**config.mk**
```make
export PLATFORM = sky130hd
export DESIGN_NAME = id3v2_tag_frame_extractor_top
export DESIGN_NICKNAME = d
export VERILOG_FILES = /design/src/design/id3_pkg.sv /design/src/design/id3_parser.sv /design/src/design/id3_emitter.sv /design/src/design/id3v2_tag_frame_extractor_top.sv
export SDC_FILE = /design/constraint.sdc
export NUM_CORES = 1
export LEC_CHECK = 0
export BUFFER_PORTS_ARGS = -buffer_cell sky130_fd_sc_hd__buf_2
export CORE_MARGIN = 1
export CORE_UTILIZATION = 50
export CTS_CLUSTER_DIAMETER = 200
export CTS_CLUSTER_SIZE = 12
export DETAILED_ROUTE_END_ITERATION = 8
export PLACE_DENSITY = 0.7
export SYNTH_ARGS = -nofsm -noshare
export SYNTH_HDL_FRONTEND = slang
export SYNTH_SLANG_ARGS = --single-unit
```
**constraint.sdc**
```tcl
create_clock -name clk -period 3.8 [get_ports clk]
set_clock_uncertainty 0.1 [all_clocks]
set_input_delay 0.76 -clock clk [delete_from_list [all_inputs] [get_ports clk]]
set_output_delay 0.76 -clock clk [all_outputs]
set_load 0.01 [all_outputs]
```
**src/design/id3_pkg.sv**
```systemverilog
// Package for the ID3v2 tag frame extractor: payload structs, parse phase codes,
// the front-to-back queue entry type and frame identifiers. No dependencies.
`default_nettype none
package id3_pkg;

  typedef struct packed {
    logic [7:0] in_byte;
    logic       end_of_stream;
  } in_item_t;

  typedef struct packed {
    logic       out_kind;
    logic [1:0] field_code;
    logic       is_unicode;
    logic [7:0] out_byte;
    logic       field_last;
  } out_item_t;

  // entry handed from the parser to the emitter
  typedef struct packed {
    logic       flush;     // emit held header bytes first
    logic [3:0] flush_cnt; // number of held bytes to emit
    logic       emit;      // emit item below after the flush
    out_item_t  item;
  } job_t;

  localparam int unsigned QueueDepth = 4;

  localparam logic [3:0] PH_HEADER     = 4'd0;
  localparam logic [3:0] PH_PASS       = 4'd1;
  localparam logic [3:0] PH_EXT_SIZE   = 4'd2;
  localparam logic [3:0] PH_EXT_SKIP   = 4'd3;
  localparam logic [3:0] PH_FRAME_ID   = 4'd4;
  localparam logic [3:0] PH_PADDING    = 4'd5;
  localparam logic [3:0] PH_FRAME_SIZE = 4'd6;
  localparam logic [3:0] PH_FLAG1      = 4'd7;
  localparam logic [3:0] PH_FLAG2      = 4'd8;
  localparam logic [3:0] PH_SKIP       = 4'd9;
  localparam logic [3:0] PH_ENC        = 4'd10;
  localparam logic [3:0] PH_CONTENT    = 4'd11;

  localparam logic [31:0] ID_TALB = 32'h54414C42;
  localparam logic [31:0] ID_TIT2 = 32'h54495432;
  localparam logic [31:0] ID_TPE1 = 32'h54504531;
  localparam logic [31:0] ID_TYER = 32'h54594552;

endpackage
`default_nettype wire

```
**src/design/id3_parser.sv**
```systemverilog
// Front part: accepts raw bytes, tracks the tag parse and pushes one job per byte.
// Depends on id3_pkg; header bytes are kept here and read by the emitter.
`default_nettype none
module id3_parser
  import id3_pkg::*;
(
  input  wire logic        clk,
  input  wire logic        rst_n,
  input  wire logic        take,
  input  wire in_item_t    in_data,
  output job_t             job,
  output logic             job_valid,
  output logic [8:0][7:0]  hold
);

  logic [8:0][7:0] hold_r;
  logic [3:0]      cnt_r, cnt_nxt;
  logic [3:0]      ph_r, ph_nxt;
  logic [27:0]     tag_r, tag_nxt;
  logic [31:0]     fld_r, fld_nxt;
  logic [31:0]     asm_r, asm_nxt;
  logic [31:0]     fid_r, fid_nxt;
  logic            uns_r, uns_nxt, uni_r, uni_nxt, pff_r, pff_nxt;
  logic [2:0]      cur_r, cur_nxt;
  logic [7:0]      b;
  logic            eos, deliver, bad;
  logic [31:0]     fld_dec;
  logic [3:0]      cnt_inc;

  assign b = in_data.in_byte;
  assign eos = in_data.end_of_stream;
  assign hold = hold_r;
  assign job_valid = take;
  assign fld_dec = fld_r - 32'd1;
  assign cnt_inc = cnt_r + 4'd1;
  assign bad = hold_r[0] != 8'h49 || hold_r[1] != 8'h44 || hold_r[2] != 8'h33 ||
               hold_r[3] > 8'h04 || hold_r[4] != 8'h00;

  always_comb begin
    cnt_nxt = cnt_r; ph_nxt = ph_r; tag_nxt = tag_r; fld_nxt = fld_r;
    asm_nxt = asm_r; fid_nxt = fid_r; uns_nxt = uns_r; uni_nxt = uni_r;
    pff_nxt = pff_r; cur_nxt = cur_r; deliver = 1'b1;
    job = '0;
    job.item.out_byte = b;
    unique case (ph_r)
      PH_HEADER: begin
        if (cnt_r < 4'd9) begin
          if (eos) begin
            job.flush = 1'b1; job.flush_cnt = cnt_r; job.emit = 1'b1;
          end else begin
            cnt_nxt = cnt_inc;
          end
        end else begin
          cnt_nxt = 4'd0;
          if (bad) begin
            job.flush = 1'b1; job.flush_cnt = 4'd9; job.emit = 1'b1;
            ph_nxt = PH_PASS;
          end else begin
            uns_nxt = hold_r[5][7]; uni_nxt = 1'b0; pff_nxt = 1'b0;
            tag_nxt = {hold_r[6][6:0], hold_r[7][6:0], hold_r[8][6:0], b[6:0]};
            asm_nxt = '0; fid_nxt = '0;
            ph_nxt = hold_r[5][6] ? PH_EXT_SIZE : PH_FRAME_ID;
            if (tag_nxt == 28'd0) ph_nxt = PH_PASS;
          end
        end
      end
      PH_PASS: job.emit = 1'b1;
      default: begin
        tag_nxt = tag_r - 28'd1;
        if (pff_r) begin
          pff_nxt = 1'b0;
          if (b == 8'h00) deliver = 1'b0;
        end else if (uns_r && b == 8'hff) begin
          pff_nxt = 1'b1;
        end
        if (deliver) begin
          case (ph_r)
            PH_EXT_SIZE, PH_FRAME_SIZE: begin
              asm_nxt = {asm_r[23:0], b};
              cnt_nxt = cnt_inc;
              if (cnt_inc >= 4'd4) begin
                cnt_nxt = 4'd0;
                fld_nxt = asm_nxt;
                if (ph_r == PH_FRAME_SIZE) ph_nxt = PH_FLAG1;
                else ph_nxt = (asm_nxt != 0) ? PH_EXT_SKIP : PH_FRAME_ID;
              end
            end
            PH_EXT_SKIP, PH_SKIP: begin
              fld_nxt = fld_dec;
              if (fld_dec == 0) ph_nxt = PH_FRAME_ID;
            end
            PH_FRAME_ID: begin
              fid_nxt = {fid_r[23:0], b};
              cnt_nxt = cnt_inc;
              if (cnt_inc >= 4'd4) begin
                cnt_nxt = 4'd0; asm_nxt = '0;
                ph_nxt = (fid_nxt != 0) ? PH_FRAME_SIZE : PH_PADDING;
              end
            end
            PH_FLAG1: ph_nxt = PH_FLAG2;
            PH_FLAG2: begin
              cur_nxt = 3'd0;
              if (!b[7]) begin
                if (fid_r == ID_TALB) cur_nxt = 3'd1;
                else if (fid_r == ID_TIT2) cur_nxt = 3'd2;
                else if (fid_r == ID_TPE1) cur_nxt = 3'd3;
                else if (fid_r == ID_TYER) cur_nxt = 3'd4;
              end
              if (cur_nxt != 0 && fld_r != 0) ph_nxt = PH_ENC;
              else begin
                ph_nxt = (fld_r != 0) ? PH_SKIP : PH_FRAME_ID;
                cur_nxt = 3'd0;
              end
            end
            PH_ENC: begin
              fld_nxt = fld_dec;
              uni_nxt = (b == 8'd1);
              if (fld_dec == 0) begin
                ph_nxt = PH_FRAME_ID; cur_nxt = 3'd0;
              end else ph_nxt = PH_CONTENT;
            end
            PH_CONTENT: begin
              fld_nxt = fld_dec;
              job.emit = 1'b1;
              job.item.out_kind = 1'b1;
              job.item.field_code = 2'(cur_r - 3'd1);
              job.item.is_unicode = uni_r;
              job.item.field_last = (fld_dec == 0);
              if (fld_dec == 0) begin
                ph_nxt = PH_FRAME_ID; cur_nxt = 3'd0;
              end
            end
            default: ; // padding: discard
          endcase
        end
        if (tag_nxt == 28'd0) begin
          ph_nxt = PH_PASS; uns_nxt = 1'b0; uni_nxt = 1'b0; pff_nxt = 1'b0;
          cur_nxt = 3'd0; cnt_nxt = 4'd0;
        end
      end
    endcase
    if (eos) begin
      cnt_nxt = '0; ph_nxt = PH_HEADER; tag_nxt = '0; fld_nxt = '0; asm_nxt = '0;
      fid_nxt = '0; uns_nxt = 1'b0; uni_nxt = 1'b0; pff_nxt = 1'b0; cur_nxt = '0;
    end
  end

  always_ff @(posedge clk) begin
    if (take && ph_r == PH_HEADER && cnt_r < 4'd9 && !eos) hold_r[cnt_r] <= b;
  end

  always_ff @(posedge clk) begin
    if (!rst_n) begin
      cnt_r <= '0; ph_r <= PH_HEADER; tag_r <= '0; fld_r <= '0; asm_r <= '0;
      fid_r <= '0; uns_r <= 1'b0; uni_r <= 1'b0; pff_r <= 1'b0; cur_r <= '0;
    end else if (take) begin
      cnt_r <= cnt_nxt; ph_r <= ph_nxt; tag_r <= tag_nxt; fld_r <= fld_nxt;
      asm_r <= asm_nxt; fid_r <= fid_nxt; uns_r <= uns_nxt; uni_r <= uni_nxt;
      pff_r <= pff_nxt; cur_r <= cur_nxt;
    end
  end

endmodule
`default_nettype wire

```
**src/design/id3_emitter.sv**
```systemverilog
// Back part: job queue plus emitter that expands flush jobs into held bytes.
// Depends on id3_pkg; header bytes come from the parser.
`default_nettype none
module id3_emitter
  import id3_pkg::*;
#(
  parameter int unsigned DEPTH = QueueDepth
) (
  input  wire logic            clk,
  input  wire logic            rst_n,
  input  wire logic            job_valid,
  input  wire job_t            job,
  input  wire logic [8:0][7:0] hold,
  output logic                 q_full,
  output logic                 out_empty,
  input  wire logic            out_pop,
  output out_item_t            out_data
);

  localparam int unsigned AW = (DEPTH > 1) ? $clog2(DEPTH) : 1;

  job_t            mem_r [DEPTH];
  logic [AW-1:0]   wp_r, rp_r;
  logic [AW:0]     cnt_r;
  logic [3:0]      idx_r;   // position inside the current job's flush
  logic            flush_pend_r; // a job that reads held bytes is still queued
  logic            head_v, last_part, adv, push;
  job_t            head;

  assign head = mem_r[rp_r];
  assign head_v = cnt_r != 0;
  assign push = job_valid && (job.emit || job.flush);
  // hold input while held bytes are still to be sent, so a new stream cannot
  // overwrite the header hold under a queued flush
  assign q_full = (cnt_r >= (AW+1)'(DEPTH - 1)) || flush_pend_r;
  assign last_part = !(head.flush && idx_r < head.flush_cnt);
  assign out_empty = !head_v || (last_part && !head.emit);

  always_comb begin
    out_data = head.item;
    if (!last_part) begin
      out_data = '0;
      out_data.out_byte = hold[idx_r];
    end
  end

  // a job with nothing to emit retires at once
  assign adv = head_v && last_part && (!head.emit || out_pop);

  always_ff @(posedge clk) begin
    if (push) mem_r[wp_r] <= job;
  end

  always_ff @(posedge clk) begin
    if (!rst_n) begin
      wp_r <= '0; rp_r <= '0; cnt_r <= '0; idx_r <= '0; flush_pend_r <= 1'b0;
    end else begin
      if (push)
        wp_r <= (wp_r == AW'(DEPTH - 1)) ? '0 : wp_r + 1'b1;
      if (adv) begin
        rp_r <= (rp_r == AW'(DEPTH - 1)) ? '0 : rp_r + 1'b1;
        idx_r <= '0;
      end else if (head_v && !last_part && out_pop) begin
        idx_r <= idx_r + 4'd1;
      end
      if (push && job.flush && job.flush_cnt != 4'd0)
        flush_pend_r <= 1'b1;
      else if (adv && head.flush && head.flush_cnt != 4'd0)
        flush_pend_r <= 1'b0;
      cnt_r <= cnt_r + (AW+1)'(push) - (AW+1)'(adv);
    end
  end

endmodule
`default_nettype wire

```
**src/design/id3v2_tag_frame_extractor_top.sv**
```systemverilog
// Top level of the ID3v2 tag frame extractor.
// Instantiates id3_parser (front) and id3_emitter (back); types from id3_pkg.
//
// Usage: push file bytes on in_data with in_push while in_full is low; an
// end_of_stream byte ends a stream and the next byte starts a fresh one.
// Results appear on out_data while out_empty is low and are taken with out_pop.
// Audio bytes carry out_kind 0; metadata content bytes of album, title,
// performer and year frames carry out_kind 1, the field code, the unicode flag
// and a last marker.
// Each accepted byte's job is registered in the emitter queue before it shows.
// Throughput: one byte per cycle while at most one result per byte is made.
// A non-ID3 header (or a flush at end of stream) releases up to ten results
// from one byte; the emitter sends those one per cycle and input is held off
// until the held header bytes have all been sent, set by the single result port.
// Reset: synchronous, active low; clears parse state and the queue.
// When the receiver stalls the queue fills (QUEUE_DEPTH-1 transactions) and
// in_full rises.
`default_nettype none
module id3v2_tag_frame_extractor_top
  import id3_pkg::*;
#(
  parameter int unsigned QUEUE_DEPTH = QueueDepth
) (
  input  wire logic      clk,
  input  wire logic      rst_n,
  input  wire logic      in_push,
  output logic           in_full,
  input  wire in_item_t  in_data,
  output logic           out_empty,
  input  wire logic      out_pop,
  output out_item_t      out_data
);

  job_t            job;
  logic            job_valid, take;
  logic [8:0][7:0] hold;

  assign take = in_push && !in_full;

  id3_parser u_parser (
    .clk, .rst_n, .take, .in_data, .job, .job_valid, .hold
  );

  id3_emitter #(.DEPTH(QUEUE_DEPTH)) u_emitter (
    .clk, .rst_n, .job_valid, .job, .hold,
    .q_full(in_full), .out_empty, .out_pop, .out_data
  );

endmodule
`default_nettype wire

```
# --- After elaboration in Yosys (flattened, before gate mapping) ---
# Memory sizes are Yosys's and may differ from the RTL's. A register that Yosys moved wholly into a read port is not among the register bits.
# Cells that the tools add are included.
classes:
  add_sub_neg: 9
  order_cmp: 8
  n_eq_ne: 31
  mux: 105
  bitwise: 1
  reduce_logical: 73
ops:
  columns: ["cell", "n"]
  rows:
  - ["32-bit 2-to-1 mux", 9]
  - ["32-bit by 31-bit equality test with 1-bit output (second input constant)", 4]
  - ["32-bit case mux with 2 select lines", 2]
  - ["24-bit case mux with 2 select lines", 2]
  - ["32-bit nonzero test", 3]
  - ["28-bit 2-to-1 mux", 3]
  - ["4-bit 2-to-1 mux", 20]
  - ["72-bit bitwise mux", 1]
  - ["24-bit 2-to-1 mux", 3]
  - ["28-bit zero test", 2]
  - ["28-bit case mux with 2 select lines", 1]
  - ["8-bit binary-select mux with 4-bit select", 1]
  - ["8-bit demux with 4-bit select", 1]
  - ["32-bit zero test", 1]
  - ["32-bit by 1-bit subtractor with 32-bit output (second input constant)", 1]
  - ["3-bit 2-to-1 mux", 10]
  - ["4-bit nonzero test", 7]
  - ["28-bit by 1-bit subtractor with 28-bit output (second input constant)", 1]
  - ["1-bit 2-to-1 mux", 24]
  - ["4-bit case mux with 6 select lines", 1]
  - ["2-bit 2-to-1 mux", 11]
  - ["3-bit nonzero test", 7]
  - ["1-bit logical AND", 18]
  - ["6-bit 2-to-1 mux", 3]
  - ["51 further kinds", 91]
word_totals:
  reg_bits: 213
  ram_bits: 76
  inputBits: 13
  output_inout_bits: 15
  elab_cells: 252
  memories: 1
memory_table:
  columns: ["memory", "depth", "width", "read_ports", "rd_clocked_by_memory_dff", "write_ports", "line", "rtl"]
  rows:
  - ["u_emitter.mem_r", 4, 19, 1, 1, 1, "id3_emitter.sv:22", "job_t mem_r [DEPTH];"]

# --- Logic depth before layout (Yosys ltp) ---
# Gate-level depths: netlist of run 1.
depth:
  depth_word: 17
  mapped_depth: 18
  mapped_depth_nobuf: 16

# --- By module ---
# Synthesis of run 1 repeated with hierarchy kept, for this count alone.
unflattened:
  hier_cells: 1547
  hier_area_um2: 14908.0
by_module_without_submodules:
  columns: ["mod", "instances", "cells_each", "area_per_inst_um2", "seq_area_each_um2"]
  rows:
  - ["id3_parser", 1, 1269, 10595.2, 4744.6]
  - ["id3_emitter", 1, 277, 4299.1, 2562.5]
  - ["id3v2_tag_frame_extractor_top", 1, 1, 13.8, 0.0]

# --- Worst setup path after synthesis of run 1 ---
# No wires, ideal clock.
synth_path:
  kind: "reg-to-reg"
  start: "reg (tool-made name)"
  end: "reg u_emitter.cnt_r[2]"
  setup_ns: 0.115
  arrival_ns: 3.760
  required_time_ns: 3.585
  path_slack_ns: -0.175
  stages_incl_launch_ff: 19
  n_path_buf: 2
  synth_period_minus_slack_ns: 3.975
  cell_sequence: "dfxtp_1 -> clkbuf_1 -> mux4_2 -> inv_1 -> ha_1 -> a21oi_1 -> nor2b_1 -> o21ai_0 -> and3b_1 -> clkbuf_1 -> nand3b_1 -> inv_1 -> ha_1 -> inv_1 -> ha_1 -> inv_1 -> fa_1 -> xnor2_1 -> and2_1"
synth_rtl:
  columns: ["element", "line", "rtl"]
  rows:
  - ["end signal, assigned", "id3_emitter.sv:70", "cnt_r <= cnt_r + (AW+1)'(push) - (AW+1)'(adv);"]
  - ["end, declared", "id3_emitter.sv:24", "logic [AW:0] cnt_r;"]

==> flow_summary.toml, run 1 <==
[drt]
dr_wl_met2_um = 20200
met1_length_um = 18200
wl_per_cell_um = 21.5
top_layer = "met4"
drc = 0
wl_um = 43300
via_per_inst = 6.32
ant_nets = 0
drtIter0Drc = 1163
wl_met3_um = 2960
vias = 12700
drt_pass1_iterations = 5

[floorplanning]
start_util = 0.513
coreArea_mm2 = 0.0300
die_y_um = 177
die-area_mm2 = 0.0314
die_w_um = 177
rows = 63
io_pins = 28

[sta]
relSlewSlack = 0.236
finalHoldViolCount = 0
hold_ws_ns = 0.357
worst_pin_slew_ns = 1.15
rsz0062_at_grt = "yes"
fmax_mhz = 265
period_share = 0.994
setup_tns_ns = 0
finalSetupViolations = 0
worst_slack_ns = 0.0229
min_period_ns = 3.78
slew_violations = 0

[synth]
synthCells = 1573
synth_top_family_by_area = "simple AND/OR/NAND/NOR gates"
yosys.area_share.adder = 0.0184
synthArstFlopShare = 0
ys_seq_area_frac = 0.476
synth_mux_area_frac = 0.0683
synth_edf_count = 148
synthSimpleGateAreaFrac = 0.236
synth_area_per_cell_um2 = 9.77
syn_area_mm2 = 0.0154
synth_compound_area_frac = 0.149
synth_nets = 1608
yosysUniqueCellTypes = 77
synthFlopType = "edfxtp_1"
ys_warn_count = 0
synth-xor-area-share = 0.0160
synth_seq_cells = 291

[global_routing]
grt_max_degree = 61
antenna_found_initial = 0
grt_pass1_wl_um = 67600
grt_usage = 0.276
grt_pass1_vias = 12100
grt-ovfl-total = 0

[place]
gp_congestion = 0.939
placedCellCount = 1949
pre_cts_ws_ns = 0.0764
hpwl_um = 28800
place_area_mm2 = 0.0161
io_buffers = 27

[layout]
final_common_cell = "nand2_1"
design_area_mm2 = 0.0172
fin_cells = 2008
num-fill-cells = 2516
area_delta_synth_final_pct = 12.2
n_antenna_cell = 0
nets = 1637
final_util = 0.575
final_cell_mix = "195 x nand2_1, 148 x edfxtp_1, 140 x dfxtp_1, 107 x nor2_1, 86 x a21boi_0"
drive_gt1_frac = 0.144

[setup_path]
start_kind = "flip-flop"
r2r_slack_ns = 0.04
ff2ff_path_depth = 13
crit_fanout = 7
r2r-end = "u_parser.cur_r[0]"
cp.arrival_ns = 2.92
worst_setup_path_end_kind = "output port"
rr_startpoint = "u_parser.tag_r[0]"
required_ns = 2.94
critical_path_class = "reg2out"

[clocking]
clock_path_buffers = 3
htree_levels = 1
worstSkewPairLatency_ns = 0.56
path_clk_slew_ns = 0.06
cts_root_buffer = "clkbuf_16"
cts_tree = "yes"
ctsHoldBuffers = 0
cts_buffers = 28
clock_sinks = 291

[worst_hold_path]
hp-class = "reg2reg"
min_from = "u_parser.fid_r[28]"
holdPathStages = 2
hold_end = "u_parser.fid_r[28]"

[outcome]
status = "finished clean"

[power_and_ir_drop]
power_mw = 8.81
ir_drop_uv = 380
power_density_mw_per_mm2 = 511
leakagePower_nw = 5.88

[flow_run]
drv_cap = 0
[cells by family (layout without fill, tap and decap cells)]
logic type | Yosys count | in the layout
xor gates and xnor gates | 28 | 28
AOI/OAI and AO/OA | 340 | 340
and+or+nand+nor | 688 | 688
adders and majority gates | 22 | 22
DFF | 291 | 291
muxes | 60 | 60
buffers and inverters | 144 | 189
[synth_stat cells (11+ instances only)]
library cell	n	area share
nor4b_1	16	0.0091
inv_1	29	0.0071
a2111oi_0	14	0.0080
or3_1	12	0.0049
ha_1	21	0.017
nor2b_1	47	0.019
nand2_1	195	0.048
nand4_1	29	0.012
mux4_2	35	0.051
a21oi_1	51	0.017
dfxtp_1	143	0.19
a22oi_1	13	0.0064
mux2i_1	16	0.010
nand4b_1	11	0.0063
nor4_1	44	0.018
nor2_1	108	0.026
nor3_1	49	0.016
nand3_1	67	0.022
o21ai_0	84	0.027
clkbuf_1	106	0.026
nand2b_1	13	0.0053
edfxtp_1	148	0.29
or4_1	11	0.0054
xnor2_1	18	0.010
and2_1	17	0.0069
a21boi_0	86	0.042
and3_1	14	0.0057
o31ai_1	17	0.0083
[how the worst max path moves through the flow]
stage / endpoint / slack (ns) / cells after the start
finish: out_data[7] / 0.02 / 10
global route: u_parser.cur_r[1] / -0.06 / 13
CTS: out_data[5] / -0.03 / 10
detailed placement: u_parser.cur_r[0] / 0.08 / 12
global placement: u_parser.cur_r[0] / 0.12 / 12
floorplan: u_emitter.cnt_r[2] / 0.07 / 18
[worst max-delay path, stage by stage (launching register included)]
cell and delay, ns:
dfxtp_4 0.41, mux4_2 0.53, inv_2 0.08, ha_4 0.19, a21oi_2 0.11, nor2b_1 0.05, o21ai_1 0.11, and3b_2 0.27
buf_12 0.16, mux2_4 0.32, buf_6 0.12
[flip-flops by register name, summed over array words and instances (netlist names), 2 cells and up, named ones only]
name,count
u_parser.fid_r,32
u_parser.fld_r,32
u_parser.asm_r,24
u_emitter.mem_r,76
u_parser.hold,72
u_emitter.rp_r,2
u_parser.ph_r,4
u_parser.cur_r,2
u_emitter.cnt_r,3
u_parser.tag_r,28
u_parser.cnt_r,4
u_emitter.wp_r,2
u_emitter.idx_r,4
[where the power goes]
group	internal (mW)	total [mW]	switching (mW)
sequential	3.45	3.57	0.125
combinational	1.20	2.71	1.51
clock	1.36	2.52	1.16
[per-layer routing]
layer	vias up	global-route usage
met5	-	0
met1	6171	0.373
li1	5901	-
met3	122	0.0352
met4	0	0.117
met2	497	0.446
[area by class of cell]
cell class	instances	area (µm²)	area share
Clock buffer	44	761	0.0442
Tap cell	390	488	0.0283
Multi-Input combinational cell	1138	7620	0.442
Sequential cell	291	7320	0.425
Inverter	30	113	0.00654
Timing Repair Buffer	113	901	0.0523
Clock inverter	2	27.5	0.00160
[repair_timing]
action	4_1_cts	5_1_grt
endpoints found under the setup margin	14	21
endpoints found under the hold margin	0	0
resized for setup	31	19
buffers inserted	2	10
cloned	1	0
pin swaps	4	11
(Power assumes the default switching activity.)
==> run 2: changes to the inputs <==
--- a/config.mk
+++ b/config.mk
@@ -11,7 +11,8 @@
 export CTS_CLUSTER_DIAMETER = 200
 export CTS_CLUSTER_SIZE = 12
 export DETAILED_ROUTE_END_ITERATION = 8
-export PLACE_DENSITY = 0.7
+export MAX_ROUTING_LAYER = met4
+export PLACE_DENSITY = 0.68
 export SYNTH_ARGS = -nofsm -noshare
 export SYNTH_HDL_FRONTEND = slang
 export SYNTH_SLANG_ARGS = --single-unit
==> constraint.sdc (replaced) <==
create_clock -name clk -period 3.7 [get_ports clk]
set_clock_uncertainty 0.1 [all_clocks]
set_input_delay 0.74 -clock clk [delete_from_list [all_inputs] [get_ports clk]]
set_output_delay 0.74 -clock clk [all_outputs]
set_load 0.01 [all_outputs]
==> run 2 against run 1 <==
Critical endpoint is now out_data[5]. Via count is 0.76% lower. The flow now finishes with violations (negative setup slack). Hold slack gained 0.0078 ns. Combinational power increased by 4%. Sequential power increased by 3%. Clock power increased by 4%. Non-clock buffer count up 11. Final cell count increased by 0.60%. Global-route usage is 0.73 points higher. Register-to-register slack better by 0.05 ns.
==> flow_summary.toml, run 2 (synthesis results as in run 1) <==
[clocking]
cts_root_buffer = "clkbuf_16"
path_clk_slew_ns = 0.06
clock_path_buffers = 3
clock_sinks = 291
cts_buffers = 28
cts_tree = "yes"
htree_levels = 1
worstSkewPairLatency_ns = 0.57

[setup_path]
cpMaxStageDelayCell = "mux4_2"
r2r_slack_ns = 0.09
rr_startpoint = "u_parser.tag_r[0]"
critical_path_class = "reg2out"
slowest_delay_ns = 0.54
worst_setup_path_end_kind = "output port"
cp.arrival_ns = 2.89
ff2ff_path_depth = 13
cp_common_cell = "buf_6"
r2r-end = "u_parser.ph_r[0]"
required_ns = 2.86
crit_fanout = 8
path_cells = "buf_6 > mux4_2 > inv_1 > ha_1 > o21ai_1 > and3b_2 > buf_12 > mux2_4 > buf_6"
start_kind = "flip-flop"

[place]
placedCellCount = 1966
gp_congestion = 0.948
io_buffers = 27
hpwl_um = 29100

[layout]
top_register = "u_emitter.mem_r"
drive_gt1_frac = 0.145
largest_register_ffs = 76
num-fill-cells = 2599
final_cell_mix = "195 x nand2_1, 148 x edfxtp_1, 142 x dfxtp_1, 107 x nor2_1, 90 x buf_4"
n_antenna_cell = 0
nets = 1648
final_common_cell = "nand2_1"
fin_cells = 2020
area_delta_synth_final_pct = 12.8

[power_and_ir_drop]
power.share.sequential = 0.402
netSwitchingPower_mw = 2.91
leakagePower_nw = 5.94
p_comb_frac = 0.311
swShare = 0.318
ir_drop_uv = 361
power.internal_mw = 6.22
power_density_mw_per_mm2 = 527
clockPowerShare = 0.288
power_mw = 9.13

[global_routing]
grt_pass1_wl_um = 67800
grt-ovfl-total = 0
grt_max_degree = 56
grt_usage = 0.283
antenna_found_initial = 1
grt_pass1_vias = 12100

[sta]
period_share = 1.01
rsz0062_at_grt = "yes"
relSlewSlack = 0.300
finalSetupViolations = 8
worst_pin_slew_ns = 1.05
slew_violations = 0
worst_slack_ns = -0.0309
fmax_mhz = 268
setup_tns_ns = -0.165
finalHoldViolCount = 0
min_period_ns = 3.73

[flow_run]
drv_cap = 0

[floorplanning]
die-area_mm2 = 0.0314
die_w_um = 177
io_pins = 28
start_util = 0.513
coreArea_mm2 = 0.0300
die_y_um = 177
rows = 63

[worst_hold_path]
hold_end = "u_parser.fid_r[29]"
holdPathStages = 2
min_from = "u_parser.fid_r[29]"
hp-class = "reg2reg"

[drt]
drtIter0Drc = 1350
drt_pass1_iterations = 7
vias = 12600
ant_nets = 0
via_per_inst = 6.23
wl_per_cell_um = 21.1
drc = 0
wl_um = 42700

[outcome]
violations = "negative setup slack"
status = "finished, violations left"
==> run 2: changes by cell type in the layout (fill, tap and decap cells not counted), sizes merged <==
cell / before / now
buf: 112 / 123
clkbuf: 45 / 46
==> run 2: timing repair <==
item                                    in CTS  in global routing
endpoints found under the hold margin        0                  0
buffers inserted                             1                  5
pin swaps                                    4                  7
hold buffers                                 0                  0
gates resized for setup                     26                 20
gates cloned                                 1                  0
endpoints found under the setup margin      14                 21
==> run 2: how the worst max path moves through the flow <==
| stage | slack [ns] | endpoint | start | depth (start not counted) |
|---|---|---|---|---|
| 2_1_floorplan | 0.05 | u_emitter.cnt_r[2] | flip-flop | 18 |
| 3_3_place_gp | 0.08 | u_parser.cur_r[1] | u_parser.tag_r[17] | 10 |
| 3_5_place_dp | 0.03 | u_parser.cur_r[1] | u_parser.tag_r[17] | 10 |
| 4_1_cts | -0.12 | out_data[5] | flip-flop | 9 |
| 5_1_grt | -0.12 | out_data[1] | flip-flop | 10 |
| 6_report | -0.03 | out_data[5] | flip-flop | 9 |
==> run 2: power by group through the flow <==
| stage | clock, mW | sequential (mW) | combinational (mW) |
|---|---|---|---|
| after global placement | 0 | 3.72 | 2.52 |
| after detailed placement | 0 | 3.73 | 2.54 |
| after global routing | 2.80 | 3.68 | 3.07 |
| final | 2.63 | 3.67 | 2.83 |
| after CTS | 2.68 | 3.66 | 2.72 |
| after floorplan | 0 | 3.67 | 1.79 |
==> run 2: stage by stage <==
step                      utilization  hold slack (ns)  worst slack [ns]  cell area [µm²]
after global placement          0.543            0.352            0.0831            16300
after detailed placement        0.543            0.359            0.0293            16300
after CTS                       0.574            0.366            -0.120            17200
after floorplan                     -            0.336            0.0486            15400
final                           0.578            0.365           -0.0309            17300
after global routing            0.578            0.381            -0.117            17300
==> run 2: per-layer routing <==
layer | global-route usage | routed length [µm] | part of all wire
met3 | 0.0337 | 2780 | 0.065
met2 | 0.455 | 20200 | 0.47
met4 | 0.0876 | 1400 | 0.033
met5 | - | 0 | 0
met1 | 0.374 | 18400 | 0.43
==> run 2: critical path, delay by kind of cell, from the launching register on <==
| family | cells | cell delay [ns] |
|---|---|---|
| buffers and inverters | 4 | 0.52 |
| multiplexers | 2 | 0.85 |
| flip-flops | 1 | 0.38 |
| adder cells (fa/ha/maj) | 1 | 0.22 |
| AO/OA/AOI/OAI | 1 | 0.07 |
| AND/OR/NAND/NOR | 1 | 0.26 |
==> run 2: area by class of cell <==
class                           instances  area, µm²  share of cell area
Clock buffer                           45        764              0.0441
Multi-Input combinational cell       1138       7610               0.439
Tap cell                              390        488              0.0282
Inverter                               30        113             0.00650
Sequential cell                       291       7310               0.422
Timing Repair Buffer                  124        995              0.0574
Clock inverter                          2       41.3             0.00238
